<file path="config.mk">
export PLATFORM = sky130hd
export DESIGN_NAME = fcs_family_track
export DESIGN_NICKNAME = d
export VERILOG_FILES = /design/src/rtl/core/fcs_pkg.sv /design/src/rtl/core/fcs_family_track.sv
export SDC_FILE = /design/constraint.sdc
export NUM_CORES = 1
export LEC_CHECK = 0
export BUFFER_PORTS_ARGS = -buffer_cell sky130_fd_sc_hd__buf_2
export CORE_MARGIN = 4
export CORE_UTILIZATION = 45
export CTS_CLUSTER_DIAMETER = 30
export DETAILED_ROUTE_END_ITERATION = 16
export GPL_ROUTABILITY_DRIVEN = 0
export SLEW_MARGIN = 20
export SYNTH_ARGS = -nofsm -noshare
export SYNTH_HDL_FRONTEND = slang
export SYNTH_SLANG_ARGS = --single-unit
</file>
<file path="constraint.sdc">
create_clock -name clk -period 3.9 [get_ports clk]
set_input_delay 0.195 -clock clk [delete_from_list [all_inputs] [get_ports clk]]
set_output_delay 0.195 -clock clk [all_outputs]
set_load 0.02 [all_outputs]
</file>
<file path="src/rtl/core/fcs_pkg.sv">
// Shared types and constants for the flow shop completion time block.
package fcs_pkg;

	localparam int unsigned MAX_MACHINES = 16;
	localparam int unsigned MAX_FAMILIES = 16;
	localparam int unsigned MACH_W       = $clog2(MAX_MACHINES);
	localparam int unsigned FAM_W        = $clog2(MAX_FAMILIES);
	localparam int unsigned PTIME_W      = 16;
	localparam int unsigned TIME_W       = 32;
	localparam int unsigned NM_W         = 5;
	localparam int unsigned TAB_AW       = MACH_W + 2 * FAM_W;

	localparam logic [NM_W-1:0] NM_MAX   = NM_W'(MAX_MACHINES);
	localparam logic [NM_W-1:0] NM_RESET = NM_W'(MAX_MACHINES);

	typedef enum logic [1:0] {
		CMD_WRITE = 2'd0,
		CMD_CLEAR = 2'd1,
		CMD_OP    = 2'd2
	} cmd_t;

	typedef enum logic [1:0] {
		SETUP_FIRST,
		SETUP_CHANGE,
		SETUP_NONE
	} setup_kind_t;

	typedef struct packed {
		logic               op;
		logic               clr;
		logic [MACH_W-1:0]  machine;
		logic               last;
		setup_kind_t        kind;
		logic [PTIME_W-1:0] ptime;
	} issue_t;

	typedef struct packed {
		logic [TIME_W-1:0] done;
		logic [MACH_W-1:0] machine;
		logic              last;
	} result_t;

endpackage

</file>
<file path="src/rtl/core/fcs_family_track.sv">
// Per-machine last family tracking and setup kind decode.
module fcs_family_track (
	input  logic                        clk,
	input  logic                        arst_n,
	input  logic                        en_op,
	input  logic                        en_clr,
	input  logic [fcs_pkg::MACH_W-1:0]  machine,
	input  logic [fcs_pkg::FAM_W-1:0]   family,
	output fcs_pkg::setup_kind_t        kind,
	output logic [fcs_pkg::FAM_W-1:0]   from_family
);

	logic [fcs_pkg::FAM_W-1:0]  last_fam_q [fcs_pkg::MAX_MACHINES];
	logic [fcs_pkg::MAX_MACHINES-1:0] vld_q;
	logic                       vld;
	logic [fcs_pkg::FAM_W-1:0]  last_fam;

	always_comb begin
		vld         = vld_q[machine];
		last_fam    = last_fam_q[machine];
		from_family = vld ? last_fam : family;
		if (!vld) begin
			kind = fcs_pkg::SETUP_FIRST;
		end else if (last_fam != family) begin
			kind = fcs_pkg::SETUP_CHANGE;
		end else begin
			kind = fcs_pkg::SETUP_NONE;
		end
	end

	always_ff @(posedge clk or negedge arst_n) begin
		if (!arst_n) begin
			vld_q <= '0;
		end else if (en_clr) begin
			vld_q <= '0;
		end else if (en_op) begin
			vld_q[machine] <= 1'b1;
		end
	end

	always_ff @(posedge clk) begin
		if (en_op) begin
			last_fam_q[machine] <= family;
		end
	end

endmodule

</file>
==> results of run 1 <==
-- synth_stat cells (all sizes together) (4+ instances only) --
| master | number | area (um^2) |
|---|---|---|
| edfxtp | 64 | 1922 |
| mux2 | 5 | 63.81 |
| dfrtp | 16 | 400.4 |
| nor2 | 50 | 195.2 |
| nand2 | 6 | 22.52 |
| nor3 | 4 | 20.02 |
| mux2i | 18 | 180.2 |
| a211oi | 4 | 30.03 |
| mux4 | 13 | 307.8 |
| nor2b | 7 | 51.30 |
| buf | 12 | 70.07 |
-- cells in the final DEF (no fill, tap or decap), types with 2 or more instances in the layout --
cell type / instances
a22o_1: 3
buf_2: 17
nand4_1: 2
a211oi_1: 4
mux4_1: 4
nand2b_1: 2
bufinv_16: 3
nand2_1: 6
nand3b_1: 2
nor2_1: 49
a22oi_1: 2
inv_1: 2
xor2_1: 2
a21oi_1: 3
dfrtp_1: 16
nor2b_1: 6
o211ai_1: 3
mux4_2: 9
inv_6: 2
nand3_1: 2
mux2i_1: 18
clkbuf_8: 9
edfxtp_1: 64
xnor2_1: 3
mux2_4: 2
nor3_1: 4
mux2_2: 3
-- routing by layer --
layer	wire length, um	vias up	global-route usage [%]
met5	0	-	0
met4	102	0	7.227
met3	244	13	3.049
met2	3135	43	25.07
met1	3004	948	22.63
li1	-	885	-
-- per-stage QoR --
step / power (W) / setup slack [ns] / cell area [um^2]
2_1_floorplan: 0.001054 / 1.803 / 3468
3_3_place_gp: 0.001093 / 1.340 / 3603
3_5_place_dp: 0.001094 / 1.346 / 3603
4_1_cts: 0.001819 / 1.329 / 3856
5_1_grt: 0.001869 / 1.108 / 3856
6_report: 0.001802 / 1.360 / 3856
-- repair_timing --
action                    4_1_cts  5_1_grt
hold endpoints to repair       16        0
hold buffers                    1        0
gates resized for setup         0        0
-- layout make-up --
type	instances	share of cell area, %
clock buffers	10	3.310
clock inverters	6	2.985
inverters	2	0.1947
multi-input cells	134	27.61
flip-flops and latches	80	60.22
well taps	99	3.212
repair buffers	18	2.466
-- power groups by stage --
stage | clock network (W) | logic (W) | registers (W)
floorplan | 0 | 0.0000928 | 0.000961
global placement | 0 | 0.000130 | 0.000962
detailed placement | 0 | 0.000131 | 0.000963
CTS | 0.000743 | 0.000132 | 0.000944
global route | 0.000777 | 0.000146 | 0.000945
finish | 0.000728 | 0.000130 | 0.000944
-- cells by family (layout without fill, tap and decap cells) --
family | Yosys count | in the layout
flip-flops | 80 | 80
AND/OR/NAND/NOR | 76 | 76
multiplexers | 36 | 36
AO/OA/AOI/OAI | 17 | 17
buffers and inverters | 15 | 36
XOR/XNOR | 5 | 5
-- flip-flops by register name, summed over array words and instances (netlist names) --
| register | flops |
|---|---|
| vld_q | 16 |
| last_fam_q | 64 |
-- worst max path at each step --
stage / start / endpoint / slack [ns]
6_report: vld_q[10] / from_family[3] / 1.36
5_1_grt: machine[3] / kind[0] / 1.11
4_1_cts: machine[3] / kind[0] / 1.33
3_5_place_dp: machine[3] / kind[0] / 1.35
3_3_place_gp: machine[3] / kind[0] / 1.34
2_1_floorplan: machine[2] / kind[1] / 1.80
==> flow_summary.yaml, run 1 <==
layout:
  fin_nets: 257
  multi_input_area_um2: 1065
  fin_util_pct: 52.33
  syn_to_final_growth_pct: 11.18
  drive_gt1_share_pct: 19.60
  seq_area_um2: 2322
  diodes: 0
  final_cells: 349
  fill_cells: 636
global_route:
  grt_max_degree: 35
  grt_pass1_wl_um: 10580
  overflow: 0
  grt_usage_pct: 16.27
  antenna_found_initial: 0
  grt_pass1_vias: 1923
power:
  clkPwrFrac_pct: 40.4
  switching_share_pct: 21.26
  power_frac_comb_pct: 7.2
  intPower_w: 0.001419
  p_leak_nw: 1.403
  ir_drop_mv: 0.2811
  power.switching_w: 0.0003830
  p_per_area_nw_per_um2: 467.2
  seqPwrFrac_pct: 52.4
logic_synthesis:
  synthMuxAreaShare_pct: 15.91
  synth_simple_gate_area_share_pct: 10.03
  synth.cell_area_um2: 3468
  synth-adder-area-share_pct: 0
  ys_seq_area_share_pct: 66.96
  ys_types: 32
  synthXorXnorAreaFrac_pct: 1.263
  synth-seq-cells: 80
  synth_edf_count: 64
  synth_top_family_by_area: "multiplexers"
  synth_compound_area_share_pct: 3.499
  synth_warnings: 0
  synthCells: 229
  synth_nets: 241
  ys.flop_type: "edfxtp_1"
  async_reset_ff_share_pct: 20.00
  synth.avg_cell_area_um2: 15.15
sta:
  rsz0062_at_grt: "false"
  fin_crit_ns: 2.540
  setup_tns_ns: 0
  finalHoldViolations: 0
  setup_viol: 0
  skew_ns: 0
  fmax_ghz: 0.3937
  slew_violations: 0
  finalCritPeriodShare_pct: 65.12
  slew_headroom_pct: 30.14
  tightest_slew_ns: 1.040
  hold_slack_ns: 0.2034
setup_path:
  timing.rr.end: "vld_q[12]"
  worst-path-stages: 4
  crit_chain: "mux4_1 > mux4_2 > mux2_4 > buf_2"
  startpoint_type: "flop"
  worstPathMaxFanout: 9
  end_kind: "primary output"
  r2r_cells: 2
  arrival_ns: 2.34
  path_buf_inv: 1
  timing.rr.start: "vld_q[12]"
  criticalPathCategory: "reg -> out"
  cp_top_family: "multiplexers"
  slowest_delay_ns: 0.61
  ff2ff_setup_slack_ns: 3.23
  crit_required_ns: 3.70
  slowest_stage: "mux4_2"
routing:
  ant_nets: 0
  drc: 0
  wl_um: 6486
  via_count: 1889
  viasPerCell: 5.413
  wl_per_cell_um: 18.58
  firstDrtPassIters: 5
  drtIter0Drc: 117
clock_network:
  cts_post_setup_buffers_inserted: 0
  cts_num_sinks: 80
  clockBufferDepth: 2
  htreeDepth: 3
  cts_tree: "yes"
  path_clk_slew_ns: 0.08
  numCtsBuffers: 9
  clk_latency_ns: 0.34
  cts_root_buf: "clkbuf_8"
floorplan:
  io-pin-count: 18
  die_h_um: 95.79
  core_um2: 7370
  initial_utilization_pct: 47.06
  rows: 31
  fp.dieW_um: 95.79
  fp.dieArea_um2: 9176
place:
  place_hpwl_um: 4323
  dp_cells: 332
  portBuffers: 17
hold_path:
  hp-start: "en_clr"
  whs_endpoint: "vld_q[13]"
  hp-class: "in -> reg"
  min_delay_path_depth: 2
outcome:
  status: "finished clean"
flow_run:
  drv_cap: 0
Power figures use the tool's default switching activity.
==> inputs of run 2 (changes only) <==
==> constraint.sdc (replaced) <==
create_clock -name clk -period 2.15 [get_ports clk]
set_input_delay 0.1075 -clock clk [delete_from_list [all_inputs] [get_ports clk]]
set_output_delay 0.1075 -clock clk [all_outputs]
set_load 0.02 [all_outputs]
==> run 2 against run 1 <==
The run now ends with setup timing left; total power grew 69%; register-to-register slack worse by 1.9 ns; clock-buffer cell count decreased by 1; first-iteration DRC count is 8.5% higher; highest routed layer unchanged.
==> flow_summary.yaml, run 2 (synthesized netlist as in run 1, its figures left out) <==
setup_path:
  startpoint_type: "flop"
  arrival_ns: 2.32
  setup.worst_path.start: "vld_q[15]"
  criticalPathCategory: "reg -> out"
  crit_chain: "mux4_2 > mux4_2 > mux2_4 > buf_6"
  timing.rr.start: "vld_q[12]"
  endpoint: "from_family[3]"
  slowest_delay_ns: 0.59
  timing.rr.end: "vld_q[12]"
  path_buf_inv: 1
  crit_required_ns: 2.04
  worst-path-stages: 4
  worstPathMaxFanout: 5
  r2r_cells: 3
  crit_top_cell: "mux4_2"
  end_kind: "primary output"
  slowest_stage: "mux4_2"
  cp_top_family: "multiplexers"
  ff2ff_setup_slack_ns: 1.38
layout:
  diodes: 0
  syn_to_final_growth_pct: 18.87
  fin_nets: 290
  regMostFlops: "last_fam_q"
  fin_util_pct: 55.94
  mostFrequentLayoutCells: "edfxtp_1 (64), nor2_1 (48), buf_4 (31), mux2i_1 (17), dfrtp_1 (16)"
  final_common_cell: "edfxtp_1"
  largest_registers: "last_fam_q x64, vld_q x16"
  drive_gt1_share_pct: 31.45
  final_cells: 382
  finalInstanceArea_um2: 4123
  largest_register_ffs: 64
global_route:
  use_met3_pct: 3.831
  grt_max_degree: 21
  grt_usage_pct: 18.53
  use_met2_pct: 29.13
  overflow: 0
  antenna_found_initial: 0
  grt_pass1_wl_um: 11920
  grt_pass1_vias: 2146
  grt_use_met1_pct: 25.38
  grt.busiest_layer: "met2"
floorplan:
  die_h_um: 95.79
  fp.dieW_um: 95.79
  fp.dieArea_um2: 9176
  initial_utilization_pct: 47.06
  rows: 31
  core_um2: 7370
  io-pin-count: 18
sta:
  slew_headroom_pct: 61.50
  timing.final.ws_setup_ns: -0.2726
  rsz0062_at_grt: "true"
  slew_violations: 0
  skew_ns: 0
  setup_tns_ns: -1.393
  finalHoldViolations: 0
  tightest_slew_ns: 0.5754
  setup_viol: 6
  fin_crit_ns: 2.423
  finalCritPeriodShare_pct: 112.7
  fmax_ghz: 0.4128
routing:
  drtIter0Drc: 127
  ant_nets: 0
  viasPerCell: 5.377
  wl_per_cell_um: 19.51
  firstDrtPassIters: 4
  drc: 0
  via_count: 2054
  wl_um: 7451
power:
  p_per_area_nw_per_um2: 737.7
  p_leak_nw: 1.548
  ir_drop_mv: 0.4281
clock_network:
  clockBufferDepth: 2
  clk_latency_ns: 0.35
  cts_tree: "yes"
  cts_root_buf: "clkbuf_8"
  path_clk_slew_ns: 0.08
  numCtsBuffers: 9
  htreeDepth: 3
  cts_num_sinks: 80
place:
  post-place-ws_ns: 0.0006419
  dpl_cell_area_um2: 3811
  place_hpwl_um: 5037
  portBuffers: 17
  dp_cells: 358
flow_run:
  drv_cap: 0
outcome:
  status: "finished, violations left"
  violations: "setup timing"
hold_path:
  hp-class: "in -> reg"
==> run 2: worst min-delay path by stage <==
stage	from	to	slack [ns]	cells after the start
after CTS	en_clr	vld_q[1]	0.09	2
final	en_clr	vld_q[8]	0.11	2
after global placement	arst_n	vld_q[14]	0.03	1
after floorplan	arst_n	vld_q[0]	-0.19	0
after detailed placement	arst_n	vld_q[14]	0.04	1
after global routing	en_clr	vld_q[11]	0.12	2
==> run 2: report_power, final <==
part           internal [W]  switching (W)
clock              0.000439       0.000586
combinational      0.000137       0.000167
sequential          0.00170     0.00000892
total               0.00228       0.000762
==> run 2: per-stage QoR <==
step | total power, W | hold WS (ns)
after floorplan | 0.001912 | -0.1881
after global placement | 0.002018 | 0.03043
after detailed placement | 0.002023 | 0.03632
after CTS | 0.003074 | 0.09441
after global routing | 0.003169 | 0.1152
final | 0.003041 | 0.1126
==> run 2: final cells by class <==
| class | count | area (um^2) |
|---|---|---|
| fill | 648 | 3247 |
| sequential | 80 | 2322 |
| multi-input combinational | 135 | 1100 |
| timing repair buffer | 50 | 385.4 |
| clock buffer | 9 | 123.9 |
| tap | 99 | 123.9 |
| clock inverter | 7 | 60.06 |
| inverter | 2 | 7.507 |
==> run 2: per-layer routing <==
layer,wire length (um),share of wire (%)
met1,3254,44
met2,3604,48
met3,467,6.3
met4,124,1.7
met5,0,0
==> run 2: repair_timing <==
action | CTS | global route
buffers inserted | 6 | 0
resized for setup | 18 | 2
setup endpoints to repair | 6 | 6
pin swaps | 5 | 1
hold buffers | 1 | 0
hold endpoints to repair | 16 | 0
gates cloned | 1 | 0
