### config.mk
export PLATFORM = sky130hd
export DESIGN_NAME = fcs_timing
export DESIGN_NICKNAME = d
export VERILOG_FILES = /design/src/rtl/core/fcs_pkg.sv /design/src/rtl/core/fcs_timing.sv
export SDC_FILE = /design/constraint.sdc
export NUM_CORES = 1
export LEC_CHECK = 0
export ABC_AREA = 1
export BUFFER_PORTS_ARGS = -buffer_cell sky130_fd_sc_hd__buf_2
export CELL_PAD_IN_SITES_DETAIL_PLACEMENT = 0
export CELL_PAD_IN_SITES_GLOBAL_PLACEMENT = 1
export CORE_MARGIN = 2
export CORE_UTILIZATION = 45
export CTS_CLUSTER_SIZE = 28
export DETAILED_ROUTE_END_ITERATION = 7
export MAX_ROUTING_LAYER = met4
export PLACE_DENSITY = 0.69
export SKIP_CTS_REPAIR_TIMING = 1
export SYNTH_ARGS = -nofsm -noshare
export SYNTH_HDL_FRONTEND = slang
export SYNTH_SLANG_ARGS = --single-unit
### constraint.sdc
create_clock -name clk -period 7.4 [get_ports clk]
set_input_delay 0.37 -clock clk [delete_from_list [all_inputs] [get_ports clk]]
set_output_delay 0.37 -clock clk [all_outputs]
set_load 0.05 [all_outputs]
### src/rtl/core/fcs_pkg.sv
// Shared types and constants for the flow shop completion time block.
package fcs_pkg;

	localparam int unsigned MAX_MACHINES = 16;
	localparam int unsigned MAX_FAMILIES = 16;
	localparam int unsigned MACH_W       = $clog2(MAX_MACHINES);
	localparam int unsigned FAM_W        = $clog2(MAX_FAMILIES);
	localparam int unsigned PTIME_W      = 16;
	localparam int unsigned TIME_W       = 32;
	localparam int unsigned NM_W         = 5;
	localparam int unsigned TAB_AW       = MACH_W + 2 * FAM_W;

	localparam logic [NM_W-1:0] NM_MAX   = NM_W'(MAX_MACHINES);
	localparam logic [NM_W-1:0] NM_RESET = NM_W'(MAX_MACHINES);

	typedef enum logic [1:0] {
		CMD_WRITE = 2'd0,
		CMD_CLEAR = 2'd1,
		CMD_OP    = 2'd2
	} cmd_t;

	typedef enum logic [1:0] {
		SETUP_FIRST,
		SETUP_CHANGE,
		SETUP_NONE
	} setup_kind_t;

	typedef struct packed {
		logic               op;
		logic               clr;
		logic [MACH_W-1:0]  machine;
		logic               last;
		setup_kind_t        kind;
		logic [PTIME_W-1:0] ptime;
	} issue_t;

	typedef struct packed {
		logic [TIME_W-1:0] done;
		logic [MACH_W-1:0] machine;
		logic              last;
	} result_t;

endpackage

### src/rtl/core/fcs_timing.sv
// Ready time memory and two-stage completion time pipeline with forwarding.
module fcs_timing (
	input  logic                         clk,
	input  logic                         arst_n,
	input  logic                         adv,
	input  fcs_pkg::issue_t              issue,
	input  logic [fcs_pkg::PTIME_W-1:0]  setup,
	output logic                         s2_op,
	output fcs_pkg::result_t             res
);

	localparam int unsigned TW = fcs_pkg::TIME_W;
	localparam int unsigned PW = fcs_pkg::PTIME_W;

	logic [TW-1:0] ready_mem_q [fcs_pkg::MAX_MACHINES];
	logic [TW-1:0] ready_rd_q;
	logic [TW-1:0] prev_q;

	fcs_pkg::issue_t iss_s1;
	logic            fwd_s1;
	logic            col_s1;

	logic                       op_s2;
	logic                       clr_s2;
	logic [fcs_pkg::MACH_W-1:0] machine_s2;
	logic                       last_s2;
	logic                       fwd_s2;
	logic [TW-1:0]              r_s2;
	logic [PW-1:0]              ptime_s2;
	logic [PW:0]                st_s2;

	logic [TW-1:0] base1;
	logic [TW:0]   sum1;
	logic [TW-1:0] r1;
	logic [PW:0]   st1;
	logic          fwd_new;
	logic          col_new;

	logic [TW:0]   fsum;
	logic [TW-1:0] pred;
	logic [TW-1:0] mx;
	logic [TW:0]   nsum;
	logic [TW-1:0] done;

	assign fwd_new = issue.op && iss_s1.op && (iss_s1.machine == issue.machine);
	assign col_new = issue.op && op_s2 && (machine_s2 == issue.machine);

	always_comb begin
		base1 = col_s1 ? prev_q : ready_rd_q;
		sum1  = {1'b0, base1} + (TW+1)'(setup);
		unique case (iss_s1.kind)
			fcs_pkg::SETUP_FIRST: begin
				r1  = TW'(setup);
				st1 = (PW+1)'(iss_s1.ptime);
			end
			fcs_pkg::SETUP_CHANGE: begin
				r1  = sum1[TW] ? {TW{1'b1}} : sum1[TW-1:0];
				st1 = (PW+1)'(setup) + (PW+1)'(iss_s1.ptime);
			end
			fcs_pkg::SETUP_NONE: begin
				r1  = base1;
				st1 = (PW+1)'(iss_s1.ptime);
			end
			default: begin
				r1  = base1;
				st1 = (PW+1)'(iss_s1.ptime);
			end
		endcase
	end

	always_comb begin
		fsum = {1'b0, prev_q} + (TW+1)'(st_s2);
		pred = (machine_s2 == '0) ? '0 : prev_q;
		mx   = (r_s2 > pred) ? r_s2 : pred;
		nsum = {1'b0, mx} + (TW+1)'(ptime_s2);
		if (fwd_s2) begin
			done = fsum[TW] ? {TW{1'b1}} : fsum[TW-1:0];
		end else begin
			done = nsum[TW] ? {TW{1'b1}} : nsum[TW-1:0];
		end
	end

	always_ff @(posedge clk or negedge arst_n) begin
		if (!arst_n) begin
			iss_s1 <= '0;
			fwd_s1 <= 1'b0;
			col_s1 <= 1'b0;
			op_s2  <= 1'b0;
			clr_s2 <= 1'b0;
			fwd_s2 <= 1'b0;
			prev_q <= '0;
		end else if (adv) begin
			iss_s1 <= issue;
			fwd_s1 <= fwd_new;
			col_s1 <= col_new;
			op_s2  <= iss_s1.op;
			clr_s2 <= iss_s1.clr;
			fwd_s2 <= fwd_s1;
			if (clr_s2) begin
				prev_q <= '0;
			end else if (op_s2) begin
				prev_q <= done;
			end
		end
	end

	always_ff @(posedge clk) begin
		if (adv) begin
			machine_s2 <= iss_s1.machine;
			last_s2    <= iss_s1.last;
			r_s2       <= r1;
			ptime_s2   <= iss_s1.ptime;
			st_s2      <= st1;
			ready_rd_q <= ready_mem_q[issue.machine];
			if (op_s2) begin
				ready_mem_q[machine_s2] <= done;
			end
		end
	end

	assign s2_op       = op_s2;
	assign res.done    = done;
	assign res.machine = machine_s2;
	assign res.last    = last_s2;

endmodule

==> results of run 1 <==
[state kept, by name (all words and copies together), names as in the netlist]
name / cells
ready_mem_q: 512
machine_s2: 4
s2_op: 1
st_s2: 17
ready_rd_q: 32
last_s2: 1
fwd_s1: 1
prev_q: 32
clr_s2: 1
fwd_s2: 1
ptime_s2: 16
r_s2: 32
iss_s1: 25
col_s1: 1
[path summary, 6_finish.rpt]
check	start	slack [ps]	cells past startpoint	endpoint
min in group asynchronous	arst_n	310	2	iss_s1[5]
max in group asynchronous	arst_n	5970	3	prev_q[27]
max	machine_s2[3]	460	28	res[17]
min	issue[24]	80	3	iss_s1[24]
max reg2reg	machine_s2[3]	1280	29	ready_mem_q[13][17]
min reg2reg	iss_s1[18]	450	0	last_s2
[layout make-up]
cell class | instances | area, µm²
fillers | 6143 | 33600
flip-flops and latches | 676 | 20000
repair buffers | 179 | 1300
inverters | 153 | 596
clock inverters | 44 | 504
well taps | 940 | 1180
repair inverters | 1 | 5.00
multi-input cells | 2014 | 11100
clock buffers | 95 | 1990
[cells in the mapped netlist (10+ instances only)]
master / count
o22ai_1: 37
o21ai_0: 406
nand2_1: 512
nor2_1: 364
inv_1: 147
xnor2_1: 32
clkbuf_1: 128
dfrtp_1: 62
a21oi_1: 89
nand4_1: 13
nand3b_1: 10
xor2_1: 36
edfxtp_1: 614
buf_2: 10
o21ai_1: 26
o211ai_1: 29
ha_1: 98
o221ai_1: 100
a21boi_1: 26
nand3_1: 154
[where the power goes]
group / switching, W / total, W / internal [W] / leakage [nW]
logic: 0.00233 / 0.00327 / 0.000939 / 5.81
registers: 0.000133 / 0.00500 / 0.00487 / 6.44
clock network: 0.00156 / 0.00380 / 0.00224 / 1.21
[per-layer routing]
layer / vias to the layer above / GRT usage (%) / part of all wire (%)
met5: - / - / 0
met2: 919 / 40.8 / 46
met1: 11918 / 38.1 / 45
li1: 11003 / - / -
met3: 109 / 4.22 / 7.9
met4: 0 / 5.57 / 1.6
[critical path: cells and delay by family, from the launching register on]
kind / cells / cell delay [ps]
AND/OR/NAND/NOR: 12 / 1890
buffers and inverters: 6 / 1030
adder cells (fa/ha/maj): 3 / 860
flip-flops: 1 / 460
AO/OA/AOI/OAI: 7 / 1660
[logic make-up (layout without fill, tap and decap cells)]
group | after synthesis | in the layout | synth area share [%]
adders and majority gates | 102 | 102 | 4.08
xor gates and xnor gates | 68 | 68 | 1.86
AOI/OAI and AO/OA | 746 | 746 | 13.7
DFF | 676 | 676 | 62.4
and+or+nand+nor | 1098 | 1098 | 14.2
buffers and inverters | 307 | 472 | 3.78
[metrics by stage]
stage | setup slack, ps | TNS (ps) | area [µm²] | cells | power [W]
global placement | 513 | 0 | 33600 | 3927 | 0.00812
floorplan | 457 | 0 | 32000 | 2997 | 0.00705
global route | -54.8 | -182 | 36700 | 4102 | 0.0126
CTS | -422 | -1810 | 36100 | 4066 | 0.0120
finish | 457 | 0 | 36700 | 4102 | 0.0121
detailed placement | 241 | 0 | 33600 | 3927 | 0.00815
==> key figures, run 1 <==
Synth
  • Share of the synthesized area in the top cell type: 57.6%
  • #FFs+latches synth: 676
  • Area contributors post-synth: edfxtp_1 58%, o21ai_0 6.3%, nand2_1 6.0%
  • EDFF count, synth: 614
  • Unique cell type count in the Yosys netlist: 56
  • Async set or reset register ratio after synthesis: 9.17%
  • Post-synthesis cell count: around 3k
  • Main synth FF type: edfxtp_1
  • Post-synth top area cell: edfxtp_1
  • Synth Warn #: 0
  • Sequential element share of the synthesized area: 62.4%
  • Syn Nets: ~3.1k
  • Avg Inst Size Synth: ~11 µm²
  • Area of the mapped netlist: 32000 µm²

Critical path
  • Crit path arrival time: 6570 ps
  • Startpoint types: flop
  • Crit Path Class: flop to output port
  • Crit path max-delay cell type: edfxtp_1
  • CP max FO: 33
  • Critical Path End Type: output port
  • Crit-path max cell delay: around 460 ps
  • CP required: 7030 ps

Min path
  • Worst hold path type: input port to flop

Clock network
  • CTS Buf Count: 76
  • Clk Latency, worst-skew pair: 630 ps
  • CTS root buf: clkbuf_16
  • Clock Sinks: 676
  • # H-tree levels: 3
  • Clock buffer depth: 3
  • CTS tree: yes
  • Clock transition at path regs: 60 ps

Cells and area
  • Final Util: a little over half
  • Area Overhead vs Synth: 14.5%
  • Share of cells above drive strength 1: 10.8%
  • Nets: between 3k and 4k
  • Commonest non-fill, non-tap cells in the layout: 614 x edfxtp_1, 511 x nand2_1, 405 x o21ai_0, 346 x nor2_1, 154 x nand3_1
  • Commonest non-fill, non-tap cell in the layout: edfxtp_1
  • Antenna cells: 0

GRT
  • Vias in the first global route: between 20k and 25k
  • GRT Residual Overflow: 0
  • Initial antenna violation count: 2
  • Total track usage: a little over a quarter
  • First-pass GRT wire length: between 100000 and 150000 µm
  • Pin count of the biggest net entering global routing: ~160

Routing
  • Initial DRC count: 2306
  • Post-DRT Antenna Nets: 0
  • Post-Route WL: 96800 µm
  • Vias post-DR: 23.9k
  • Avg Vias per Cell: roughly 5.8
  • # DRC: 0
  • Routed length per instance: 23.6 µm
  • TritonRoute pass-1 iters: 6

Job
  • Max-cap violations: 0

STA
  • Setup violators final: 0
  • Max Freq: 144 MHz
  • WHS: 77.4 ps
  • Fin. Hold Viols: 0
  • Tightest Pin Transition: 1170 ps
  • Final Cycle Share: 93.8%
  • Max Transition Viols Final: 0
  • Max-slew headroom: about 22%
  • Clock Skew: 32.1 ps
  • Minimum clock period: 6940 ps
  • RSZ-0062 raised after global routing: yes

Floorplan
  • Die width: 271 µm
  • Die area: 73300 µm²
  • # rows: 97
  • Die Y: about 270 µm
  • IO Pins: 82
  • Initial Utilization: a little under half
  • Core ar.: 70300 µm²

Pwr
  • Maximum vdd ir drop: approximately 260 µV
  • Static leakage: 13.5 nW
  • Pwr dens: 329 nW/µm²

Place
  • Final Wtd Congestion: 0.967
  • Post-DP HPWL: 57700 µm
  • Port bufs: 81

Run status
  • Status: complete, no violations
(Power assumes the default switching activity.)
==> run 2: changes to the inputs <==
CORE_UTILIZATION = 40   (was 45)
MAX_ROUTING_LAYER = not set   (was met4)
PLACE_DENSITY = 0.65   (was 0.69)
clock period = 6.1 ns   (was 7.4 ns; I/O delays follow)
==> key figures, run 2 (synthesized netlist as in run 1, its figures left out) <==
Run status
  • Status: complete, no violations

Routing
  • # DRC: 0
  • Routed length per instance: 24.2 µm
  • Avg Vias per Cell: 5.67
  • Vias post-DR: 24.2k
  • TritonRoute pass-1 iters: 5
  • Post-DRT Antenna Nets: 0
  • Initial DRC count: 2231
  • Post-Route WL: 103000 µm

GRT
  • Pin count of the biggest net entering global routing: 108
  • Total track usage: approximately a quarter
  • GRT Residual Overflow: 0
  • First-pass GRT wire length: 148000 µm
  • Vias in the first global route: 22.9k
  • Initial antenna violation count: 2

Clock network
  • # H-tree levels: 3
  • Clock buffer depth: 3
  • CTS Buf Count: 76
  • CTS tree: yes
  • Clk Latency, worst-skew pair: between 600 and 700 ps
  • Clock Sinks: between 600 and 700
  • Clock transition at path regs: 60 ps
  • CTS root buf: clkbuf_16

Cells and area
  • Commonest non-fill, non-tap cells in the layout: 614 x edfxtp_1, 507 x nand2_1, 401 x o21ai_0, 335 x nor2_1, 153 x nand3_1
  • Area Overhead vs Synth: 18.0%
  • Fill cells: 7229
  • Antenna cells: 0
  • Commonest non-fill, non-tap cell in the layout: edfxtp_1
  • Design area: 37800 µm²
  • Largest reg by FF count: ready_mem_q
  • Largest register FFs: 512
  • Nets: 3302
  • Share of cells above drive strength 1: 13.9%

STA
  • Setup violators final: 0
  • Minimum clock period: ~6000 ps
  • Final Cycle Share: 97.7%
  • Max Transition Viols Final: 0
  • Max-slew headroom: between 10% and 20%
  • RSZ-0062 raised after global routing: yes
  • Setup TNS: 0 ps
  • Fin. Hold Viols: 0
  • Clock Skew: roughly 28 ps
  • Tightest Pin Transition: 1200 ps
  • Max Freq: 168 MHz

Pwr
  • Maximum vdd ir drop: 266 µV
  • Static leakage: 14.0 nW
  • Pwr dens: 398 nW/µm²

Critical path
  • Crit Reg-Reg Startpoint: machine_s2[0]
  • Startpoint types: flop
  • CP max FO: 11
  • Worst reg2reg setup slack: 750 ps
  • Crit path arrival time: 5660 ps
  • Reg2Reg Depth: 31
  • Crit-path max cell delay: between 400 and 500 ps
  • CP required: 5790 ps
  • RR Endpoint: ready_mem_q[8][30]
  • Crit Path Class: flop to output port
  • Crit path max-delay cell type: edfxtp_1
  • Critical Path End Type: output port

Floorplan
  • Initial Utilization: 40.5%
  • IO Pins: 82
  • Core ar.: 79100 µm²
  • Die area: 82300 µm²
  • # rows: around 100
  • Die width: 287 µm
  • Die Y: 287 µm

Min path
  • HP Start: issue[24]
  • Worst Hold Depth: 3
  • Hold EP: iss_s1[24]
  • Worst hold path type: input port to flop

Job
  • Max-cap violations: 0

Place
  • Post-DP HPWL: ~63000 µm
  • Total placed instance area: 34100 µm²
  • Final Wtd Congestion: just over 0.9
  • Port bufs: 81
run 2: cell count changes in the layout (fill, tap and decap cells not counted), sizes merged:
cell    delta
bufinv     -5
inv        +2
a21boi     +1
clkbuf    +10
buf       +49
run 2: critical path, delay by kind of cell (launching register included):
family | cells | cell delay [ps]
simple gates | 12 | 1370
compound gates | 7 | 1460
buf+inv | 7 | 1060
flops | 1 | 410
fa+ha+maj | 2 | 670
run 2: metrics by stage:
stage          std cells  util [%]  power, W  setup WS (ps)  hold WS (ps)
6_report            4269      47.7    0.0150            139          11.8
5_1_grt             4269      47.7    0.0157          -97.0          3.62
4_1_cts             4202      46.2    0.0146           -650          -335
3_5_place_dp        4061      43.1    0.0101           55.6           344
3_3_place_gp        4061      43.1    0.0101           89.3           337
2_1_floorplan       2997         -   0.00860           -247          9.41
run 2: layer usage:
layer	up-vias	track usage [%]	share of wire [%]
li1	11104	-	-
met1	12051	35.4	46
met4	0	7.50	2.7
met2	858	36.6	45
met3	171	4.68	6.7
met5	-	0	0
run 2: worst max-delay path by stage:
stage                               to     startpoint  cells past startpoint
finish                         res[17]  machine_s2[0]                     28
global route                   res[13]  machine_s2[0]                     31
CTS                            res[13]  machine_s2[0]                     29
detailed placement             res[13]  machine_s2[0]                     29
global placement               res[13]  machine_s2[3]                     30
floorplan           ready_mem_q[0][11]  machine_s2[3]                     33
run 2: final cells by class:
type | instances | area [µm²] | area share [%]
sequential | 676 | 20000 | 52.9
multi-input combinational | 2015 | 11500 | 30.5
clock buffer | 101 | 2040 | 5.39
timing repair buffer | 232 | 1900 | 5.04
tap | 1050 | 1310 | 3.48
inverter | 153 | 588 | 1.56
clock inverter | 40 | 420 | 1.11
timing repair inverter | 2 | 12.5 | 0.0331
run 2: report_power, final:
group | leakage (nW) | total, W | internal, W | switching (W)
clock network | 1.19 | 0.00451 | 0.00256 | 0.00195
registers | 6.44 | 0.00608 | 0.00591 | 0.000173
logic | 6.34 | 0.00445 | 0.00144 | 0.00301
